### src/hdl/obpa_pkg.sv
// obpa_pkg: shared types, constants and helpers for the block pool allocator
// no dependencies
`timescale 1ns / 1ps

package obpa_pkg;

  localparam int NUM_BLOCKS  = 16;
  localparam int BLOCK_BYTES = 32;

  localparam int TASK_W  = 8;
  localparam int OFF_W   = 9;
  localparam int STAT_W  = 2;
  localparam int FCNT_W  = 5;
  localparam int IDX_W   = (NUM_BLOCKS > 1) ? $clog2(NUM_BLOCKS) : 1;
  localparam int CNT_W   = $clog2(NUM_BLOCKS + 1);
  localparam int PROD_W  = IDX_W + OFF_W;

  localparam logic REQ_ALLOC = 1'b0;
  localparam logic REQ_FREE  = 1'b1;

  typedef enum logic [STAT_W-1:0] {
    ST_OK          = 2'd0,
    ST_FULL        = 2'd1,
    ST_NOT_FOUND   = 2'd2,
    ST_WRONG_OWNER = 2'd3
  } status_t;

  typedef struct packed {
    logic              is_alloc;
    logic [TASK_W-1:0] task_id;
    logic              hit;
    logic [IDX_W-1:0]  idx;
    logic [OFF_W-1:0]  offset;
  } item_t;

  // byte offset of a block start, masked to the offset width
  function automatic logic [OFF_W-1:0] block_base(input logic [IDX_W-1:0] idx);
    logic [PROD_W-1:0] prod;
    prod = PROD_W'(idx) * PROD_W'(BLOCK_BYTES);
    return prod[OFF_W-1:0];
  endfunction

  // free block count from used count, masked to the output width
  function automatic logic [FCNT_W-1:0] free_of(input logic [CNT_W-1:0] used);
    logic [CNT_W-1:0]        diff;
    logic [CNT_W+FCNT_W-1:0] wide;
    diff = CNT_W'(NUM_BLOCKS) - used;
    wide = (CNT_W + FCNT_W)'(diff);
    return wide[FCNT_W-1:0];
  endfunction

endpackage

### src/hdl/obpa_front.sv
// obpa_front: accepts requests and classifies the free offset into a block index
// depends on obpa_pkg
`timescale 1ns / 1ps

module obpa_front (
  input  logic                      push,
  output logic                      full,
  input  logic                      req_type,
  input  logic [obpa_pkg::TASK_W-1:0] task_id,
  input  logic [obpa_pkg::OFF_W-1:0]  free_offset,
  input  logic                      q_full,
  output logic                      q_wr,
  output obpa_pkg::item_t           q_item
);

  logic [obpa_pkg::NUM_BLOCKS-1:0] match;
  logic [obpa_pkg::IDX_W-1:0]      idx;

  // offset names block k only when it equals k * block size exactly
  always_comb begin
    idx = '0;
    for (int k = 0; k < obpa_pkg::NUM_BLOCKS; k++) begin
      match[k] = (obpa_pkg::PROD_W'(free_offset) ==
                  obpa_pkg::PROD_W'(k * obpa_pkg::BLOCK_BYTES));
      if (match[k]) begin
        idx = idx | obpa_pkg::IDX_W'(k);
      end
    end
  end

  always_comb begin
    q_item.is_alloc = (req_type == obpa_pkg::REQ_ALLOC);
    q_item.task_id  = task_id;
    q_item.hit      = |match;
    q_item.idx      = idx;
    q_item.offset   = free_offset;
  end

  assign full = q_full;
  assign q_wr = push && !q_full;

endmodule

### src/hdl/obpa_queue.sv
// obpa_queue: two-entry queue of classified requests between front and back
// depends on obpa_pkg
`timescale 1ns / 1ps

module obpa_queue (
  input  logic            clk,
  input  logic            rst,
  input  logic            wr,
  input  obpa_pkg::item_t wr_item,
  output logic            q_full,
  input  logic            rd,
  output logic            rd_valid,
  output obpa_pkg::item_t rd_item
);

  obpa_pkg::item_t slots [2];
  logic            wr_ptr;
  logic            rd_ptr;
  logic [1:0]      count;

  assign q_full   = (count == 2'd2);
  assign rd_valid = (count != 2'd0);
  assign rd_item  = slots[rd_ptr];

  always_ff @(posedge clk) begin
    if (wr) begin
      slots[wr_ptr] <= wr_item;
    end
  end

  always_ff @(posedge clk) begin
    if (rst) begin
      wr_ptr <= 1'b0;
      rd_ptr <= 1'b0;
      count  <= 2'd0;
    end else begin
      if (wr) begin
        wr_ptr <= ~wr_ptr;
      end
      if (rd) begin
        rd_ptr <= ~rd_ptr;
      end
      case ({wr, rd})
        2'b10:   count <= count + 2'd1;
        2'b01:   count <= count - 2'd1;
        default: count <= count;
      endcase
    end
  end

endmodule

### src/hdl/obpa_back.sv
// obpa_back: executes requests on the in-use map and owner table, holds the result
// depends on obpa_pkg
`timescale 1ns / 1ps

module obpa_back (
  input  logic                        clk,
  input  logic                        rst,
  input  logic                        rd_valid,
  input  obpa_pkg::item_t             rd_item,
  output logic                        rd,
  output logic                        empty,
  input  logic                        pop,
  output logic [obpa_pkg::STAT_W-1:0] status,
  output logic [obpa_pkg::OFF_W-1:0]  block_offset,
  output logic [obpa_pkg::FCNT_W-1:0] free_count
);

  logic [obpa_pkg::NUM_BLOCKS-1:0] in_use;
  logic [obpa_pkg::NUM_BLOCKS-1:0] in_use_next;
  logic [obpa_pkg::TASK_W-1:0]     owner [obpa_pkg::NUM_BLOCKS];
  logic [obpa_pkg::CNT_W-1:0]      used_count;
  logic [obpa_pkg::CNT_W-1:0]      used_count_next;
  logic                            out_valid;

  logic                       take;
  logic                       found;
  logic [obpa_pkg::IDX_W-1:0] fidx;
  logic                       owner_wr;
  obpa_pkg::status_t          st;
  logic [obpa_pkg::OFF_W-1:0] res_off;

  assign empty = !out_valid;
  assign take  = rd_valid && (!out_valid || pop);
  assign rd    = take;

  // lowest free block
  always_comb begin
    fidx  = '0;
    found = 1'b0;
    for (int i = obpa_pkg::NUM_BLOCKS - 1; i >= 0; i--) begin
      if (!in_use[i]) begin
        fidx  = obpa_pkg::IDX_W'(i);
        found = 1'b1;
      end
    end
  end

  always_comb begin
    in_use_next     = in_use;
    used_count_next = used_count;
    owner_wr        = 1'b0;
    st              = obpa_pkg::ST_NOT_FOUND;
    res_off         = '0;
    if (rd_item.is_alloc) begin
      if (found) begin
        in_use_next[fidx] = 1'b1;
        used_count_next   = used_count + obpa_pkg::CNT_W'(1);
        owner_wr          = 1'b1;
        st                = obpa_pkg::ST_OK;
        res_off           = obpa_pkg::block_base(fidx);
      end else begin
        st = obpa_pkg::ST_FULL;
      end
    end else if (rd_item.hit && in_use[rd_item.idx]) begin
      if (owner[rd_item.idx] != rd_item.task_id) begin
        st = obpa_pkg::ST_WRONG_OWNER;
      end else begin
        in_use_next[rd_item.idx] = 1'b0;
        if (used_count != '0) begin
          used_count_next = used_count - obpa_pkg::CNT_W'(1);
        end
        st      = obpa_pkg::ST_OK;
        res_off = rd_item.offset;
      end
    end
  end

  always_ff @(posedge clk) begin
    if (take && owner_wr) begin
      owner[fidx] <= rd_item.task_id;
    end
  end

  always_ff @(posedge clk) begin
    if (take) begin
      status       <= st;
      block_offset <= res_off;
      free_count   <= obpa_pkg::free_of(used_count_next);
    end
  end

  always_ff @(posedge clk) begin
    if (rst) begin
      in_use     <= '0;
      used_count <= '0;
      out_valid  <= 1'b0;
    end else begin
      if (take) begin
        in_use     <= in_use_next;
        used_count <= used_count_next;
        out_valid  <= 1'b1;
      end else if (pop) begin
        out_valid <= 1'b0;
      end
    end
  end

endmodule

### src/hdl/owned_block_pool_allocator_top.sv
// owned_block_pool_allocator_top: pool of equal blocks tagged with the owning task
// depends on obpa_pkg, obpa_front, obpa_queue, obpa_back
`timescale 1ns / 1ps

// requests enter as a queue write: a beat is taken at a clock edge where push
// is high and full is low; req_type selects allocate or free, task_id names
// the owner, free_offset is the byte offset to release
// results leave as a queue read: while empty is low the oldest result sits on
// status, block_offset and free_count, and a beat completes where pop is high
// the front classifies the offset against block starts and writes a two-entry
// queue; the back takes one request a cycle from it while the result register
// is empty or popped, and updates the in-use map, owner table and used count
// in that same cycle into the result register; a request passes the queue
// slot and then the result register; sustained rate is one request per cycle
// while pop is held high, set by the update of the in-use map in the back stage
// when pop is held low the result register stays, the back stops, the queue
// fills and full rises after two more requests
// rst is synchronous: all blocks free, queue and result register empty; the
// owner table is not cleared since an entry is read only while its block is used

module owned_block_pool_allocator_top (
  input  logic                        clk,
  input  logic                        rst,
  input  logic                        push,
  output logic                        full,
  input  logic                        req_type,
  input  logic [obpa_pkg::TASK_W-1:0] task_id,
  input  logic [obpa_pkg::OFF_W-1:0]  free_offset,
  output logic                        empty,
  input  logic                        pop,
  output logic [obpa_pkg::STAT_W-1:0] status,
  output logic [obpa_pkg::OFF_W-1:0]  block_offset,
  output logic [obpa_pkg::FCNT_W-1:0] free_count
);

  logic            q_full;
  logic            q_wr;
  obpa_pkg::item_t q_item;
  logic            rd;
  logic            rd_valid;
  obpa_pkg::item_t rd_item;

  obpa_front u_front (
    .push        (push),
    .full        (full),
    .req_type    (req_type),
    .task_id     (task_id),
    .free_offset (free_offset),
    .q_full      (q_full),
    .q_wr        (q_wr),
    .q_item      (q_item)
  );

  obpa_queue u_queue (
    .clk      (clk),
    .rst      (rst),
    .wr       (q_wr),
    .wr_item  (q_item),
    .q_full   (q_full),
    .rd       (rd),
    .rd_valid (rd_valid),
    .rd_item  (rd_item)
  );

  obpa_back u_back (
    .clk          (clk),
    .rst          (rst),
    .rd_valid     (rd_valid),
    .rd_item      (rd_item),
    .rd           (rd),
    .empty        (empty),
    .pop          (pop),
    .status       (status),
    .block_offset (block_offset),
    .free_count   (free_count)
  );

endmodule
### config.mk
export PLATFORM = sky130hd
export DESIGN_NAME = owned_block_pool_allocator_top
export DESIGN_NICKNAME = d
export VERILOG_FILES = /design/src/hdl/obpa_pkg.sv /design/src/hdl/obpa_front.sv /design/src/hdl/obpa_queue.sv /design/src/hdl/obpa_back.sv /design/src/hdl/owned_block_pool_allocator_top.sv
export SDC_FILE = /design/constraint.sdc
export NUM_CORES = 1
export LEC_CHECK = 0
export ABC_AREA = 1
export BUFFER_PORTS_ARGS = -buffer_cell sky130_fd_sc_hd__buf_2
export CAP_MARGIN = 20
export CELL_PAD_IN_SITES_DETAIL_PLACEMENT = 1
export CELL_PAD_IN_SITES_GLOBAL_PLACEMENT = 1
export CORE_UTILIZATION = 48
export DETAILED_ROUTE_END_ITERATION = 10
export PLACE_DENSITY_LB_ADDON = 0.1
export SETUP_SLACK_MARGIN = 0.2
export SKIP_CTS_REPAIR_TIMING = 1
export SYNTH_ARGS = -nofsm -noshare
export SYNTH_HDL_FRONTEND = slang
export SYNTH_SLANG_ARGS = --single-unit
### constraint.sdc
create_clock -name clk -period 3.28 [get_ports clk]
set_clock_uncertainty 0.15 [all_clocks]
set_input_delay 0.656 -clock clk [delete_from_list [all_inputs] [get_ports clk]]
set_output_delay 0.656 -clock clk [all_outputs]
set_load 0.005 [all_outputs]
==> flow_summary.json, run 1 <==
{
  "area_growth_pct": 23.71,
  "synthArstFlopShare": 0,
  "endpoint": "u_back.free_count[4]",
  "cts_sinks": 217,
  "hpwl_um": 19500,
  "cp.required_ns": 3.40,
  "cts_buffer_depth": 3,
  "fin_ws_ns": -0.03517,
  "drt_wl_total_um": 31650,
  "drt_iter0_drc": 470,
  "hold_viol": 0,
  "initial_core_util": 0.4886,
  "worst_r2r_path_depth": 23,
  "cp_cell_sequence": "inv_6, buf_6, or2_4, o21ai_4, inv_4, nor2_4, buf_12, nand2_1, nand2_2, o21ai_0, nand2_1, nand2_2, nor2_4, nand4_1, nand3_1, nand2_2, inv_1, ha_4, inv_2, nor2_4, nand2_1, nand2_1, nand2_1",
  "synthFlopType": "edfxtp_1",
  "synth_warnings": 0,
  "cts_made_buffers": 24,
  "power_density_nw_per_um2": 925.1,
  "yosys-top-cells-count": "nand2_1 (387), edfxtp_1 (190), inv_1 (180)",
  "p_total_mw": 11.72,
  "critPathTopFamily": "simple AND/OR/NAND/NOR gates",
  "dieArea_um2": 21920,
  "finalCriticalPeriod_ns": 3.315,
  "gp_congestion": 0.9001,
  "multi_input_area_um2": 3497,
  "grt_first_pass_wirelength_um": 44020,
  "synth-edff-count": 190,
  "worstSetupEndpointType": "register",
  "clk_pin_slew_ns": 0.06,
  "grt_start_max_net_pins": 40,
  "grt_pass1_vias": 8304,
  "yosysSeqAreaShare": 0.6100,
  "leakage_nw": 5.487,
  "clk_root_buffer_cell": "clkbuf_16",
  "period_share": 1.011,
  "setup_violations": 1,
  "cpMostUsedCell": "nand2_1",
  "cp_max_fo": 7,
  "synthesis.area_um2": 10240,
  "arrival_ns": 3.43,
  "worst_pin_slew_ns": 0.6579,
  "hold_ws_ns": 0.1705,
  "via_per_inst": 5.395,
  "slew-limit-headroom": 0.5567,
  "vias": 8303,
  "wl_per_cell_um": 20.57,
  "startpoint_type": "register",
  "fill_cells": 2380,
  "rr_endpoint": "u_back.free_count[4]",
  "regArea_um2": 6250,
  "max_stage_delay_ns": 0.41,
  "cts_tree": "yes",
  "path_depth": 23,
  "syn_avg_cell_area_um2": 9.069,
  "slowest_stage": "dfxtp_4",
  "synth_most_common_cell": "nand2_1",
  "antenna_found_initial": 0,
  "die_x_um": 148.1,
  "hold_class": "primary input to register",
  "diodes": 0,
  "max-vdd-ir-drop_v": 0.0007638,
  "postSynthCellCount": 1129,
  "status": "finished, violations left",
  "rsz0062_at_grt": "yes",
  "fp.dieH_um": 148.1,
  "drtPass1Iterations": 5,
  "io_buffers": 39,
  "mappedNetlistNets": 1155,
  "core_um2": 20960,
  "io-pin-count": 40,
  "drc": 0,
  "ant_nets": 0,
  "rrSetupSlack_ns": -0.04,
  "hp-start": "task_id[5]",
  "cp.buffers_inverters": 6,
  "grtUsageTotal": 0.2646,
  "maxCapViolCount": 0,
  "synth-seq-cells": 217,
  "synth.top_cell.area_share": 0.5573,
  "drive_gt1_frac": 0.2168,
  "fin_nets": 1273,
  "clock_latency_ns": 0.53,
  "maxSlewViolCount": 0,
  "critical_path_class": "register to register",
  "overflow": 0,
  "synth.area.top_cells": "edfxtp_1 (56%), nand2_1 (14%), inv_1 (6.6%), dfxtp_1 (5.3%), o21ai_0 (2.8%)",
  "yosysTopAreaCell": "edfxtp_1",
  "h-tree-depth": 1,
  "violations": "setup timing",
  "core.rowCount": 53,
  "fmax_mhz": 301.6,
  "ys_types": 38
}
logic make-up (layout without fill, tap and decap cells):
kind of cell / Yosys count / after routing / share of synthesized area
AO/OA/AOI/OAI: 129 / 129 / 0.06831
XOR/XNOR: 4 / 4 / 0.003421
adder cells (fa/ha/maj): 4 / 4 / 0.004888
buffers and inverters: 218 / 351 / 0.08701
flip-flops: 217 / 217 / 0.6100
multiplexers: 1 / 1 / 0.0009777
AND/OR/NAND/NOR: 556 / 558 / 0.2253
flip-flops by register name, indices dropped and copies added (netlist names), named ones only:
signal	count
u_queue.wr_ptr	1
u_back.free_count	5
u_queue.slots	46
u_back.used_count	5
u_queue.count	2
u_back.block_offset	9
u_queue.rd_ptr	1
u_back.out_valid	1
u_back.owner	128
u_back.in_use	16
u_back.status	2
through the flow:
step           instance area [um^2]  utilization  setup TNS, ns  setup WS [ns]  cells
2_1_floorplan                 10240            -              0         0.2041   1129
3_3_place_gp                  11060       0.5278        -0.3180        -0.1793   1464
3_5_place_dp                  11070       0.5281        -0.6499        -0.3006   1465
4_1_cts                       11810       0.5638        -0.9826        -0.3759   1508
5_1_grt                       12670       0.6044        -0.3343        -0.2170   1539
6_report                      12670       0.6044       -0.03517       -0.03517   1539
how the worst min path moves through the flow:
stage	end	cells past startpoint	slack, ns
6_report	u_queue.slots[1][19]	1	0.17
5_1_grt	u_queue.slots[1][19]	1	0.16
3_5_place_dp	u_queue.rd_ptr	1	0.31
4_1_cts	u_queue.slots[1][19]	1	0.15
3_3_place_gp	u_queue.rd_ptr	1	0.29
2_1_floorplan	register	1	0.28
where the power goes:
| group | internal (mW) | total, mW | switching [mW] |
|---|---|---|---|
| clock | 1.51 | 2.59 | 1.09 |
| sequential | 3.59 | 3.71 | 0.125 |
| combinational | 1.87 | 5.41 | 3.54 |
layout by cell type (no fill, tap or decap), types with 9 or more instances in the layout:
cell type	instances
a21oi_1	20
and3_1	12
buf_2	40
buf_4	58
clkbuf_16	32
dfxtp_1	26
edfxtp_1	190
inv_1	175
nand2_1	356
nand2_2	28
nand2_4	10
nand3_1	33
nand3b_1	10
nor2_1	53
nor2_2	14
nor2_4	14
o21ai_0	51
o21ai_1	22
o21ai_2	12
or2_2	9
area by class of cell:
class | instances | area share
clock buffer | 30 | 0.04919
inverter | 185 | 0.05730
tap | 275 | 0.02717
sequential | 217 | 0.4934
clock inverter | 13 | 0.009878
timing repair buffer | 123 | 0.08693
multi-input combinational | 696 | 0.2761
layer usage:
| layer | global-route usage | up-vias | wire, um |
|---|---|---|---|
| li1 | - | 3871 | - |
| met1 | 0.3195 | 4129 | 12800 |
| met2 | 0.4852 | 237 | 16200 |
| met3 | 0.03834 | 66 | 1615 |
| met4 | 0.08247 | 0 | 1031 |
| met5 | 0 | - | 0 |
(Power assumes the default switching activity.)
==> inputs of run 2 (changes only) <==
CORE_MARGIN = 8   (was not set)
TNS_END_PERCENT = 1   (was not set)
==> run 2 against run 1 <==
The flow now finishes without violations. Clock-buffer cell count is 4 lower. Routed wire length is 2.1% lower. Fmax is 1.1% higher. Highest routed layer unchanged.
==> flow_summary.json, run 2 (synthesis results as in run 1) <==
{
  "clk_pin_slew_ns": 0.06,
  "worstSetupStartpoint": "u_queue.slots[0][9]",
  "hpwl_um": 19160,
  "maxCapViolCount": 0,
  "clk_root_buffer_cell": "clkbuf_16",
  "ant_nets": 0,
  "mostFrequentLayoutCell": "nand2_1",
  "setup_violations": 0,
  "cts_tree": "yes",
  "core.rowCount": 53,
  "via_per_inst": 5.309,
  "cts_sinks": 217,
  "worstSetupEndpointType": "register",
  "slew-limit-headroom": 0.2467,
  "power_density_nw_per_um2": 930.0,
  "gp_congestion": 0.9099,
  "wl_per_cell_um": 20.25,
  "period_share": 0.9992,
  "fp.dieH_um": 162.1,
  "cp_max_fo": 7,
  "io-pin-count": 40,
  "startpoint_type": "register",
  "clock_latency_ns": 0.54,
  "overflow": 0,
  "drc": 0,
  "h-tree-depth": 1,
  "cp.required_ns": 3.40,
  "hold_class": "primary input to register",
  "hold_depth": 1,
  "max-vdd-ir-drop_v": 0.0005477,
  "critical_path_class": "register to register",
  "drtPass1Iterations": 5,
  "p_sw_frac": 0.3915,
  "initial_core_util": 0.4886,
  "r2r-start": "u_queue.slots[0][9]",
  "final_area_um2": 12460,
  "finalCriticalPeriod_ns": 3.278,
  "drt_wl_total_um": 30990,
  "preCtsSetupSlack_ns": -0.1035,
  "cts_made_buffers": 24,
  "hold_viol": 0,
  "antenna_found_initial": 0,
  "p_switching_mw": 4.536,
  "grtUsageTotal": 0.2173,
  "vias": 8123,
  "p_comb_frac": 0.438,
  "fin_ws_ns": 0.002484,
  "dieArea_um2": 26260,
  "arrival_ns": 3.40,
  "worst_pin_slew_ns": 1.126,
  "status": "completed",
  "drive_gt1_frac": 0.1896,
  "diodes": 0,
  "worst_r2r_path_depth": 26,
  "regMostFlops": "u_back.owner",
  "maxSlewViolCount": 0,
  "fin_nets": 1263,
  "clkPwrFrac": 0.241,
  "area_growth_pct": 21.68,
  "grt_pass1_vias": 8300,
  "p_int_mw": 7.050,
  "die_x_um": 162.1,
  "core_um2": 20960,
  "rsz0062_at_grt": "yes",
  "largest_register_ffs": 128,
  "cts_buffer_depth": 3,
  "leakage_nw": 5.422,
  "power_frac_seq": 0.320,
  "grt_start_max_net_pins": 38,
  "hp-start": "task_id[6]",
  "grt_first_pass_wirelength_um": 44690,
  "io_buffers": 39,
  "post_dp_cell_area_um2": 11090,
  "final_cell_mix": "nand2_1 (357), edfxtp_1 (190), inv_1 (177)",
  "fmax_mhz": 305.1,
  "top_regs": "u_back.owner (128), u_queue.slots (46), u_back.in_use (16)",
  "drt_iter0_drc": 447
}
## run 2: cell count changes in the layout (fill, tap and decap cells not counted), sizes merged, moves of 2 or more
cell,change
clkbuf,-7
bufinv,+2
nor2,-2
clkinv,+2
buf,-6
## run 2: stage by stage
| step | power (mW) | instances | util | hold WS [ns] | TNS (ns) |
|---|---|---|---|---|---|
| 2_1_floorplan | 6.248 | 1129 | - | 0.2757 | 0 |
| 3_3_place_gp | 7.807 | 1464 | 0.5290 | 0.2892 | 0 |
| 3_5_place_dp | 7.921 | 1464 | 0.5290 | 0.3056 | -0.1288 |
| 4_1_cts | 10.75 | 1508 | 0.5680 | 0.1446 | -0.3562 |
| 5_1_grt | 12.18 | 1530 | 0.5945 | 0.1437 | -0.8419 |
| 6_report | 11.59 | 1530 | 0.5945 | 0.1595 | 0 |
## run 2: worst max-delay path: stages, from the launching register on
cell,delay (ns)
edfxtp_1,0.43
buf_6,0.16
nand2_8,0.10
nand2_4,0.11
clkbuf_16,0.19
nand2_1,0.08
nand2_1,0.07
nand2_1,0.07
nand2_1,0.08
nand2_1,0.08
nand2_2,0.07
nor2_1,0.13
nand2_1,0.08
nand2_2,0.06
nand2_2,0.09
nor2_2,0.13
buf_6,0.12
nand3_1,0.08
nand2_1,0.07
nand3_1,0.09
nand2_2,0.10
inv_1,0.08
ha_4,0.16
inv_2,0.08
nor2_4,0.04
nand3_1,0.07
nand2_1,0.05
## run 2: layout make-up
type	instances	area, um^2
tap	275	344.1
clock inverter	18	198.9
timing repair buffer	114	1022
fill	2349	8497
inverter	185	701.9
clock buffer	26	618.1
multi-input combinational	695	3323
sequential	217	6250
## run 2: worst paths after layout
| path | endpoint | slack, ns |
|---|---|---|
| setup / recovery | u_back.free_count[4] | 0.002 |
| hold / removal | u_queue.slots[1][20] | 0.16 |
| setup reg to reg | u_back.free_count[4] | 0.002 |
| hold reg to reg | u_queue.rd_ptr | 0.32 |
## run 2: power by group through the flow
| stage | Sequential (mW) | Clock, mW | Combinational [mW] |
|---|---|---|---|
| 2_1_floorplan | 3.75 | 0 | 2.50 |
| 3_3_place_gp | 3.74 | 0 | 4.07 |
| 3_5_place_dp | 3.75 | 0 | 4.17 |
| 4_1_cts | 3.70 | 2.83 | 4.22 |
| 5_1_grt | 3.74 | 2.94 | 5.51 |
| 6_report | 3.71 | 2.80 | 5.08 |
## run 2: layer usage
layer	up-vias	share of wire	GRT usage
li1	3856	-	-
met3	52	0.044	0.02860
met5	-	0	0
met2	176	0.51	0.3943
met1	4039	0.42	0.2650
met4	0	0.021	0.06229
